==> src/sv/kfsi_pkg.sv <==
// Shared constants and types for the keyframe size interpolator.
`default_nettype none

package kfsi_pkg;

  localparam int unsigned MaxStepsDef = 8;
  localparam int unsigned FracBitsDef = 16;

  localparam int unsigned NumRegs  = 8;
  localparam int unsigned RegIdxW  = $clog2(NumRegs);
  localparam int unsigned CfgIdxW  = RegIdxW + 1;
  localparam int unsigned StepW    = 51;
  localparam int unsigned PctW     = 17;
  localparam int unsigned SizeW    = 16;

  // Step word layout, MSB first: y, x, in use, has size, percent.
  typedef struct packed {
    logic [SizeW-1:0] y;
    logic [SizeW-1:0] x;
    logic             in_use;
    logic             has_size;
    logic [PctW-1:0]  pct;
  } step_t;

  // Blend operands carried alongside the divider.
  typedef struct packed {
    logic [SizeW-1:0]        ax;
    logic [SizeW-1:0]        ay;
    logic signed [SizeW:0]   dx;
    logic signed [SizeW:0]   dy;
    logic                    written;
  } blend_ctx_t;

endpackage

`default_nettype wire

==> src/sv/keyframe_size_interpolator_unit.sv <==
// Keyframe size interpolator: step search, pipelined divider and blend.
//
//  channel | signals                                   | direction
//  --------+-------------------------------------------+----------
//  request | start_i, busy_o, life_fraction_i,         | in
//          | cur_width_i, cur_height_i                 |
//  result  | done_o, new_width_o, new_height_o,        | out
//          | size_written_o                            |
//  config  | cfg_valid_i, cfg_ready_o, cfg_index_i,    | in
//          | cfg_data_i                                |
//
// One request per cycle; each result passes through request capture, step search,
// operand setup, the restoring divider with one quotient bit per stage, the
// multiply and the output register.
// busy_o stays low: the receiver cannot stall, so the pipeline always moves.
// Reset clears the step registers and all stage valid bits.
// Step registers should be written only while no request is in flight; the block itself does not enforce this.
`default_nettype none

module keyframe_size_interpolator_unit
  import kfsi_pkg::*;
#(
  parameter int unsigned MAX_STEPS = MaxStepsDef,
  parameter int unsigned FRAC_BITS = FracBitsDef
) (
  input  wire logic               clk_i,
  input  wire logic               rst_ni,
  input  wire logic               start_i,
  output logic                    busy_o,
  input  wire logic [PctW-1:0]    life_fraction_i,
  input  wire logic [SizeW-1:0]   cur_width_i,
  input  wire logic [SizeW-1:0]   cur_height_i,
  output logic                    done_o,
  output logic [SizeW-1:0]        new_width_o,
  output logic [SizeW-1:0]        new_height_o,
  output logic                    size_written_o,
  input  wire logic               cfg_valid_i,
  output logic                    cfg_ready_o,
  input  wire logic [CfgIdxW-1:0] cfg_index_i,
  input  wire logic [StepW-1:0]   cfg_data_i
);

  localparam int unsigned TW   = FRAC_BITS + 1;   // blend factor, up to 1.0
  localparam int unsigned DivN = FRAC_BITS + 1;   // divider stages
  localparam int unsigned PrW  = FRAC_BITS + SizeW + 3;
  localparam int unsigned Lat  = FRAC_BITS + 6;

  assign busy_o      = 1'b0;
  assign cfg_ready_o = 1'b1;

  // ---------------- step registers ----------------
  step_t step_q [NumRegs];

  always_ff @(posedge clk_i or negedge rst_ni) begin
    if (!rst_ni) begin
      for (int i = 0; i < NumRegs; i++) step_q[i] <= '0;
    end else if (cfg_valid_i && (cfg_index_i < CfgIdxW'(NumRegs))) begin
      step_q[cfg_index_i[RegIdxW-1:0]] <= step_t'(cfg_data_i);
    end
  end

  // ---------------- stage 1: capture request ----------------
  logic             s1_v_q;
  logic [PctW-1:0]  s1_p_q;
  logic [SizeW-1:0] s1_cw_q, s1_ch_q;

  always_ff @(posedge clk_i or negedge rst_ni) begin
    if (!rst_ni) s1_v_q <= 1'b0;
    else         s1_v_q <= start_i && !busy_o;
  end

  always_ff @(posedge clk_i) begin
    s1_p_q  <= life_fraction_i;
    s1_cw_q <= cur_width_i;
    s1_ch_q <= cur_height_i;
  end

  // ---------------- stage 2: step search ----------------
  step_t src_d, tgt_d;
  logic  found_d;

  always_comb begin
    src_d   = '0;   // implicit first step: percent 0, no size
    tgt_d   = '0;
    found_d = 1'b0;
    for (int i = 0; i < MAX_STEPS; i++) begin
      if (!found_d && step_q[i].in_use) begin
        if (step_q[i].pct >= s1_p_q) begin
          tgt_d   = step_q[i];
          found_d = 1'b1;
        end else begin
          src_d = step_q[i];
        end
      end
    end
  end

  logic             s2_v_q, s2_apply_q;
  step_t            s2_src_q, s2_tgt_q;
  logic [PctW-1:0]  s2_p_q;
  logic [SizeW-1:0] s2_cw_q, s2_ch_q;

  always_ff @(posedge clk_i or negedge rst_ni) begin
    if (!rst_ni) s2_v_q <= 1'b0;
    else         s2_v_q <= s1_v_q;
  end

  always_ff @(posedge clk_i) begin
    s2_apply_q <= found_d && tgt_d.has_size;
    s2_src_q   <= src_d;
    s2_tgt_q   <= tgt_d;
    s2_p_q     <= s1_p_q;
    s2_cw_q    <= s1_cw_q;
    s2_ch_q    <= s1_ch_q;
  end

  // ---------------- stage 3: divider operands and deltas ----------------
  // Unchanged size: a = b = current size, so the blend returns a whatever t is.
  // Coincident steps, no target or a target without size: num = den = 1 gives t = 1.0.
  blend_ctx_t      ctx_d;
  logic [SizeW-1:0] bx_d, by_d;
  logic [PctW-1:0] num_d, den_d;

  always_comb begin
    ctx_d.ax      = s2_cw_q;
    ctx_d.ay      = s2_ch_q;
    bx_d          = s2_cw_q;
    by_d          = s2_ch_q;
    ctx_d.written = s2_apply_q;
    if (s2_apply_q) begin
      if (s2_src_q.has_size) begin
        ctx_d.ax = s2_src_q.x;
        ctx_d.ay = s2_src_q.y;
      end
      bx_d = s2_tgt_q.x;
      by_d = s2_tgt_q.y;
    end
    ctx_d.dx = $signed({1'b0, bx_d}) - $signed({1'b0, ctx_d.ax});
    ctx_d.dy = $signed({1'b0, by_d}) - $signed({1'b0, ctx_d.ay});

    if (!s2_apply_q || (s2_tgt_q.pct <= s2_src_q.pct)) begin
      num_d = PctW'(1);
      den_d = PctW'(1);
    end else begin
      num_d = (s2_p_q > s2_src_q.pct) ? (s2_p_q - s2_src_q.pct) : '0;
      den_d = s2_tgt_q.pct - s2_src_q.pct;
    end
  end

  logic            s3_v_q;
  blend_ctx_t      s3_ctx_q;
  logic [PctW-1:0] s3_num_q, s3_den_q;

  always_ff @(posedge clk_i or negedge rst_ni) begin
    if (!rst_ni) s3_v_q <= 1'b0;
    else         s3_v_q <= s2_v_q;
  end

  always_ff @(posedge clk_i) begin
    s3_ctx_q <= ctx_d;
    s3_num_q <= num_d;
    s3_den_q <= den_d;
  end

  // ---------------- divider: one quotient bit per stage ----------------
  // num <= den, so stage 0 yields the integer bit and the rest the fraction.
  logic [DivN-1:0] dv_v_q;
  logic [PctW-1:0] rem_q [DivN];
  logic [PctW-1:0] dden_q [DivN];
  logic [TW-1:0]   quo_q [DivN];
  blend_ctx_t      dctx_q [DivN];

  for (genvar k = 0; k < DivN; k++) begin : g_div
    logic [PctW:0]   r2_d;
    logic [PctW-1:0] den_in_d, rem_d;
    logic [TW-1:0]   quo_in_d, quo_d;
    logic            v_in_d, ge_d;
    blend_ctx_t      ctx_in_d;

    if (k == 0) begin : g_first
      assign r2_d     = {1'b0, s3_num_q};
      assign den_in_d = s3_den_q;
      assign quo_in_d = '0;
      assign v_in_d   = s3_v_q;
      assign ctx_in_d = s3_ctx_q;
    end else begin : g_next
      assign r2_d     = {rem_q[k-1], 1'b0};
      assign den_in_d = dden_q[k-1];
      assign quo_in_d = quo_q[k-1];
      assign v_in_d   = dv_v_q[k-1];
      assign ctx_in_d = dctx_q[k-1];
    end

    always_comb begin
      ge_d  = r2_d >= {1'b0, den_in_d};
      rem_d = ge_d ? PctW'(r2_d - {1'b0, den_in_d}) : r2_d[PctW-1:0];
      quo_d = {quo_in_d[TW-2:0], ge_d};
    end

    always_ff @(posedge clk_i or negedge rst_ni) begin
      if (!rst_ni) dv_v_q[k] <= 1'b0;
      else         dv_v_q[k] <= v_in_d;
    end

    always_ff @(posedge clk_i) begin
      rem_q[k]  <= rem_d;
      dden_q[k] <= den_in_d;
      quo_q[k]  <= quo_d;
      dctx_q[k] <= ctx_in_d;
    end
  end

  // ---------------- multiply: delta * t ----------------
  logic                  m_v_q, m_wr_q;
  logic [SizeW-1:0]      m_ax_q, m_ay_q;
  logic signed [PrW-1:0] m_px_q, m_py_q;
  logic signed [TW:0]    t_s;

  assign t_s = $signed({1'b0, quo_q[DivN-1]});

  always_ff @(posedge clk_i or negedge rst_ni) begin
    if (!rst_ni) m_v_q <= 1'b0;
    else         m_v_q <= dv_v_q[DivN-1];
  end

  always_ff @(posedge clk_i) begin
    m_px_q <= PrW'(dctx_q[DivN-1].dx) * PrW'(t_s);
    m_py_q <= PrW'(dctx_q[DivN-1].dy) * PrW'(t_s);
    m_ax_q <= dctx_q[DivN-1].ax;
    m_ay_q <= dctx_q[DivN-1].ay;
    m_wr_q <= dctx_q[DivN-1].written;
  end

  // ---------------- round and output ----------------
  // a*(1-t) + b*t == a*1 + (b-a)*t; round half up.
  localparam logic [PrW-1:0] Half = PrW'(1) << (FRAC_BITS - 1);
  logic [PrW-1:0] sum_x_d, sum_y_d;

  always_comb begin
    sum_x_d = {3'b000, m_ax_q, {FRAC_BITS{1'b0}}} + m_px_q + Half;
    sum_y_d = {3'b000, m_ay_q, {FRAC_BITS{1'b0}}} + m_py_q + Half;
  end

  always_ff @(posedge clk_i or negedge rst_ni) begin
    if (!rst_ni) done_o <= 1'b0;
    else         done_o <= m_v_q;
  end

  always_ff @(posedge clk_i) begin
    new_width_o    <= sum_x_d[FRAC_BITS+SizeW-1:FRAC_BITS];
    new_height_o   <= sum_y_d[FRAC_BITS+SizeW-1:FRAC_BITS];
    size_written_o <= m_wr_q;
  end

`ifndef ASSERT_OFF
  a_req_to_done: assert property (@(posedge clk_i) disable iff (!rst_ni)
    (start_i && !busy_o) |-> ##Lat done_o)
    else $error("request did not produce a result on time");

  a_done_from_req: assert property (@(posedge clk_i) disable iff (!rst_ni)
    done_o |-> $past(start_i && !busy_o, Lat))
    else $error("result without a matching request");

  a_unchanged_size: assert property (@(posedge clk_i) disable iff (!rst_ni)
    (done_o && !size_written_o) |->
      (new_width_o == $past(cur_width_i, Lat)) &&
      (new_height_o == $past(cur_height_i, Lat)))
    else $error("size changed although no step was applied");

  a_t_max_one: assert property (@(posedge clk_i) disable iff (!rst_ni)
    dv_v_q[DivN-1] |-> (quo_q[DivN-1] <= (TW'(1) << FRAC_BITS)))
    else $error("blend factor above one");
`endif

endmodule

`default_nettype wire
==> config.mk <==
export PLATFORM = sky130hd
export DESIGN_NAME = keyframe_size_interpolator_unit
export DESIGN_NICKNAME = d
export VERILOG_FILES = /design/src/sv/kfsi_pkg.sv /design/src/sv/keyframe_size_interpolator_unit.sv
export SDC_FILE = /design/constraint.sdc
export NUM_CORES = 2
export LEC_CHECK = 0
export ABC_AREA = 1
export BUFFER_PORTS_ARGS = -buffer_cell sky130_fd_sc_hd__buf_2
export CAP_MARGIN = 25
export CORE_MARGIN = 2
export CORE_UTILIZATION = 57
export DETAILED_ROUTE_END_ITERATION = 10
export MAX_ROUTING_LAYER = met4
export PLACE_DENSITY = 0.76
export SYNTH_ARGS = -nofsm -noshare
export SYNTH_HDL_FRONTEND = slang
export SYNTH_SLANG_ARGS = --single-unit
==> constraint.sdc <==
create_clock -name clk_i -period 5.6 [get_ports clk_i]
set_clock_uncertainty 0.15 [all_clocks]
set_input_delay 0.56 -clock clk_i [delete_from_list [all_inputs] [get_ports clk_i]]
set_output_delay 0.56 -clock clk_i [all_outputs]
set_load 0.05 [all_outputs]
==> impl_results.rst <==
.. list-table::
   :header-rows: 1

   * - Metric
     - Value
   * - Number of standard cells in the final layout excluding fillers
     - 14990
   * - Sinks on Clock Net
     - 2665
   * - Area share of the largest cell type after synthesis
     - 40.77%
   * - Number of iterations in the first detailed-routing pass
     - 6
   * - Unique masters post-synth
     - 55
   * - Count leader, synth
     - sky130_fd_sc_hd__nand2_1
   * - Max Cap Viol
     - 0
   * - Transition time at the pin with the least slew margin
     - 1.055 ns
   * - Slew Viols, Final
     - 0
   * - Time the final worst path needs with I/O delays and setup
     - 5.663 ns
   * - # port buffers
     - 141
   * - Buffer type at the clock tree root
     - sky130_fd_sc_hd__clkbuf_16
   * - Cell area after technology mapping
     - 0.1098 mm2
   * - Final cell utilization of the core
     - 65.59%
   * - Maximum root-to-sink buffer count
     - 4
   * - Row Count
     - 161
   * - Fraction of synthesis flops using an asynchronous set or reset pin
     - 16.14%
   * - Routed length per instance
     - 17.93 um
   * - Initial antenna violation count
     - 6
   * - Sort of element at the start of the critical path
     - flop
   * - Height of the chip
     - 442.8 um
   * - Crit Path Category
     - reg2reg
   * - Post-Synthesis Net Count
     - 13180
   * - Outcome
     - finished with violations
   * - Initial core utilization
     - 57.17%
   * - Gp weighted congestion
     - 0.9501
   * - Ys Warns
     - 0
   * - Fin. Hold Viols
     - 0
   * - Area growth, synth to finish
     - 14.72%
   * - Number of buffers created by CTS
     - 278
   * - Cell accounting for the most synthesized area
     - sky130_fd_sc_hd__dfxtp_1
   * - Worst EP required
     - 6.21 ns
   * - First-pass GRT wire length
     - 427800 um
   * - Number of synthesized flops with an enable pin
     - 0
   * - Worst-skew pair later-pin latency
     - 0.93 ns
   * - Cell count after placement
     - 14380
   * - Arrival time reported for the critical path endpoint
     - 6.28 ns
   * - Most frequent cells after synthesis
     - 2442 x sky130_fd_sc_hd__nand2_1, 2235 x sky130_fd_sc_hd__dfxtp_1, 1815 x sky130_fd_sc_hd__inv_1
   * - Peak fanout along the critical path
     - 7
   * - Multi-input combinational cell area
     - 0.04673 mm2
   * - Vias after detailed routing
     - 79210
   * - Final clock period utilization by the worst path
     - 101.1%
   * - Min-delay worst type
     - in2reg
   * - Cell repeated most along the worst path
     - sky130_fd_sc_hd__fa_1
   * - Final setup margin
     - -0.06284 ns
   * - Number of global-route vias before repair
     - 81070
   * - Die width
     - 442.8 um
   * - CTS clock-pin slew for the worst setup and hold paths
     - 0.06 ns
   * - Pin count of the biggest net entering global routing
     - 99
   * - Total setup violations reported at the end of the flow
     - 5
   * - RSZ-0062 raised after global routing
     - yes
   * - Number of nets in the layout
     - 13580
   * - Maximum single-stage delay on the critical path
     - 0.55 ns
   * - Vias per std cell
     - 5.284
   * - Avg Inst Size Synth
     - 9.248 um2
   * - Area of the core
     - 0.1920 mm2
   * - Gate count of the mapped netlist
     - 11870
   * - Die Outline Area
     - 0.1961 mm2
   * - Share of the yosys chip area belonging to registers
     - 50.57%
   * - Number of fillers in the final layout
     - 14810
   * - Reg area
     - 0.05556 mm2
   * - DRC errors left
     - 0
   * - CP max-delay cell
     - sky130_fd_sc_hd__fa_1
   * - Highest clock frequency the design can meet
     - 176.6 MHz
   * - Critical path cell sequence
     - buf_8 > nand2_4 > fa_1 > inv_1 > fa_1 > inv_2 > fa_1 > inv_2 > fa_1 > fa_1 > inv_1 > fa_1 > inv_2 > ha_4 > nand4_1 > o221ai_2 > a21oi_2 > o21bai_1 > nand2_1 > nand2_2 > nand2_1 > nand2_2 > a21oi_1 > xnor2_1
   * - Initial drt markers
     - 6611
   * - Remaining antenna violation count
     - 0
   * - Worst setup EP type
     - flop
   * - Violated checks
     - negative setup slack
   * - GRT Resource Usage Total
     - 28.14%
   * - Max-slew headroom
     - 29.65%
   * - Share of final-layout standard cells stronger than drive strength 1
     - 8.962%
   * - Count of H-tree levels built during CTS
     - 5
   * - Final WL
     - 268700 um
   * - Dominant register cell in the synthesized netlist
     - sky130_fd_sc_hd__dfxtp_1
   * - Flops & latches, synth
     - 2665
   * - CTS tree
     - built
   * - Aggregate global routing overflow
     - 0
   * - Largest cells by area after synthesis
     - sky130_fd_sc_hd__dfxtp_1 41%, sky130_fd_sc_hd__dfrtp_1 9.8%, sky130_fd_sc_hd__fa_1 8.5%
   * - Detailed-placement wirelength estimate
     - 183400 um
   * - Boundary pin count
     - 144
==> stage by stage <==
step	area [um2]	TNS, ns	worst slack (ns)	hold slack (ns)
floorplan	109900	0	0.0006928	0.1144
global placement	114300	-1.714	-0.1589	0.1595
detailed placement	114400	-3.115	-0.2165	0.1621
CTS	124900	-0.4946	-0.1352	0.05419
global route	125900	-3.662	-0.3225	0.02865
finish	125900	-0.2130	-0.06284	0.002445
==> flip-flops by register name, summed over array words and instances, names as in the netlist, 17 cells and up <==
signal / count
s2_tgt_q: 49
s1_p_q: 17
dden_q: 272
quo_q: 153
s3_num_q: 17
step_q: 408
g_div.ctx_in_d: 67
rem_q: 272
s2_p_q: 17
m_py_q: 17
g_div.v_in_d: 17
dctx_q: 1139
s2_src_q: 50
m_px_q: 17
g_div.den_in_d: 17
==> cells in the final DEF (no fill, tap or decap), types with 140 or more instances in the layout <==
master,instances
sky130_fd_sc_hd__nand2_1,2405
sky130_fd_sc_hd__dfxtp_1,2201
sky130_fd_sc_hd__inv_1,1779
sky130_fd_sc_hd__o21ai_0,793
sky130_fd_sc_hd__ha_1,712
sky130_fd_sc_hd__a21oi_1,645
sky130_fd_sc_hd__nor2_1,518
sky130_fd_sc_hd__fa_1,458
sky130_fd_sc_hd__nand3_1,456
sky130_fd_sc_hd__dfrtp_1,430
sky130_fd_sc_hd__clkbuf_16,283
sky130_fd_sc_hd__buf_4,231
sky130_fd_sc_hd__xor2_1,193
sky130_fd_sc_hd__xnor2_1,148
sky130_fd_sc_hd__buf_2,140
==> logic make-up (layout without fill, tap and decap cells) <==
family          count (synthesis)  count (layout)  share of synthesized area (%)
simple gates                 3666            3666                          13.49
flops                        2665            2665                          50.57
buf+inv                      2237            2833                          7.729
compound gates               1751            1751                          8.551
fa+ha+maj                    1200            1200                          16.88
xor+xnor                      343             343                          2.737
mux                             4               4                        0.03876
other cells                     2               3                       0.006842
==> worst max-delay path: cells and delay by family (launching register included) <==
kind	cells	cell delay [ns]
xor gates and xnor gates	1	0.13
and+or+nand+nor	6	0.61
DFF	1	0.36
adders and majority gates	7	3.29
AOI/OAI and AO/OA	4	0.61
buffers and inverters	6	0.38
==> per-layer routing <==
| metal | part of all wire [%] | up-vias | track usage [%] |
|---|---|---|---|
| li1 | - | 38090 | - |
| met1 | 40 | 37500 | 33.54 |
| met2 | 49 | 2891 | 47.45 |
| met3 | 6.6 | 736 | 4.377 |
| met4 | 4.3 | 0 | 11.93 |
| met5 | 0 | - | - |
==> final cells by class <==
cell class | count | share of cell area, %
well taps | 2526 | 2.510
diodes | 1 | 0.001987
flip-flops and latches | 2665 | 44.13
clock inverters | 88 | 0.8228
repair buffers | 543 | 3.661
clock buffers | 380 | 6.327
inverters | 1822 | 5.432
multi-input cells | 6966 | 37.12
==> timing repair <==
item,4_1_cts,5_1_grt
hold buffers,102,0
endpoints found under the hold margin,504,0
pin swaps,57,112
buffers inserted,18,17
resized for setup,119,173
endpoints found under the setup margin,24,30
==> worst paths after layout <==
check | depth (start not counted) | end | startpoint | slack (ns)
max | 24 | m_py_q[26] | quo_q[0][279] | -0.06
min | 4 | step_q[367] | cfg_index_i[0] | 0.002
max reg2reg | 24 | m_py_q[26] | quo_q[0][279] | -0.06
min reg2reg | 0 | quo_q[0][143] | quo_q[0][125] | 0.11
max in group asynchronous | 3 | step_q[303] | rst_ni | 3.99
min in group asynchronous | 2 | step_q[334] | rst_ni | 0.07
Power is left out: the tool's default activity adds up to more than one toggle a clock period on the data nets, which glitch-free logic cannot reach.
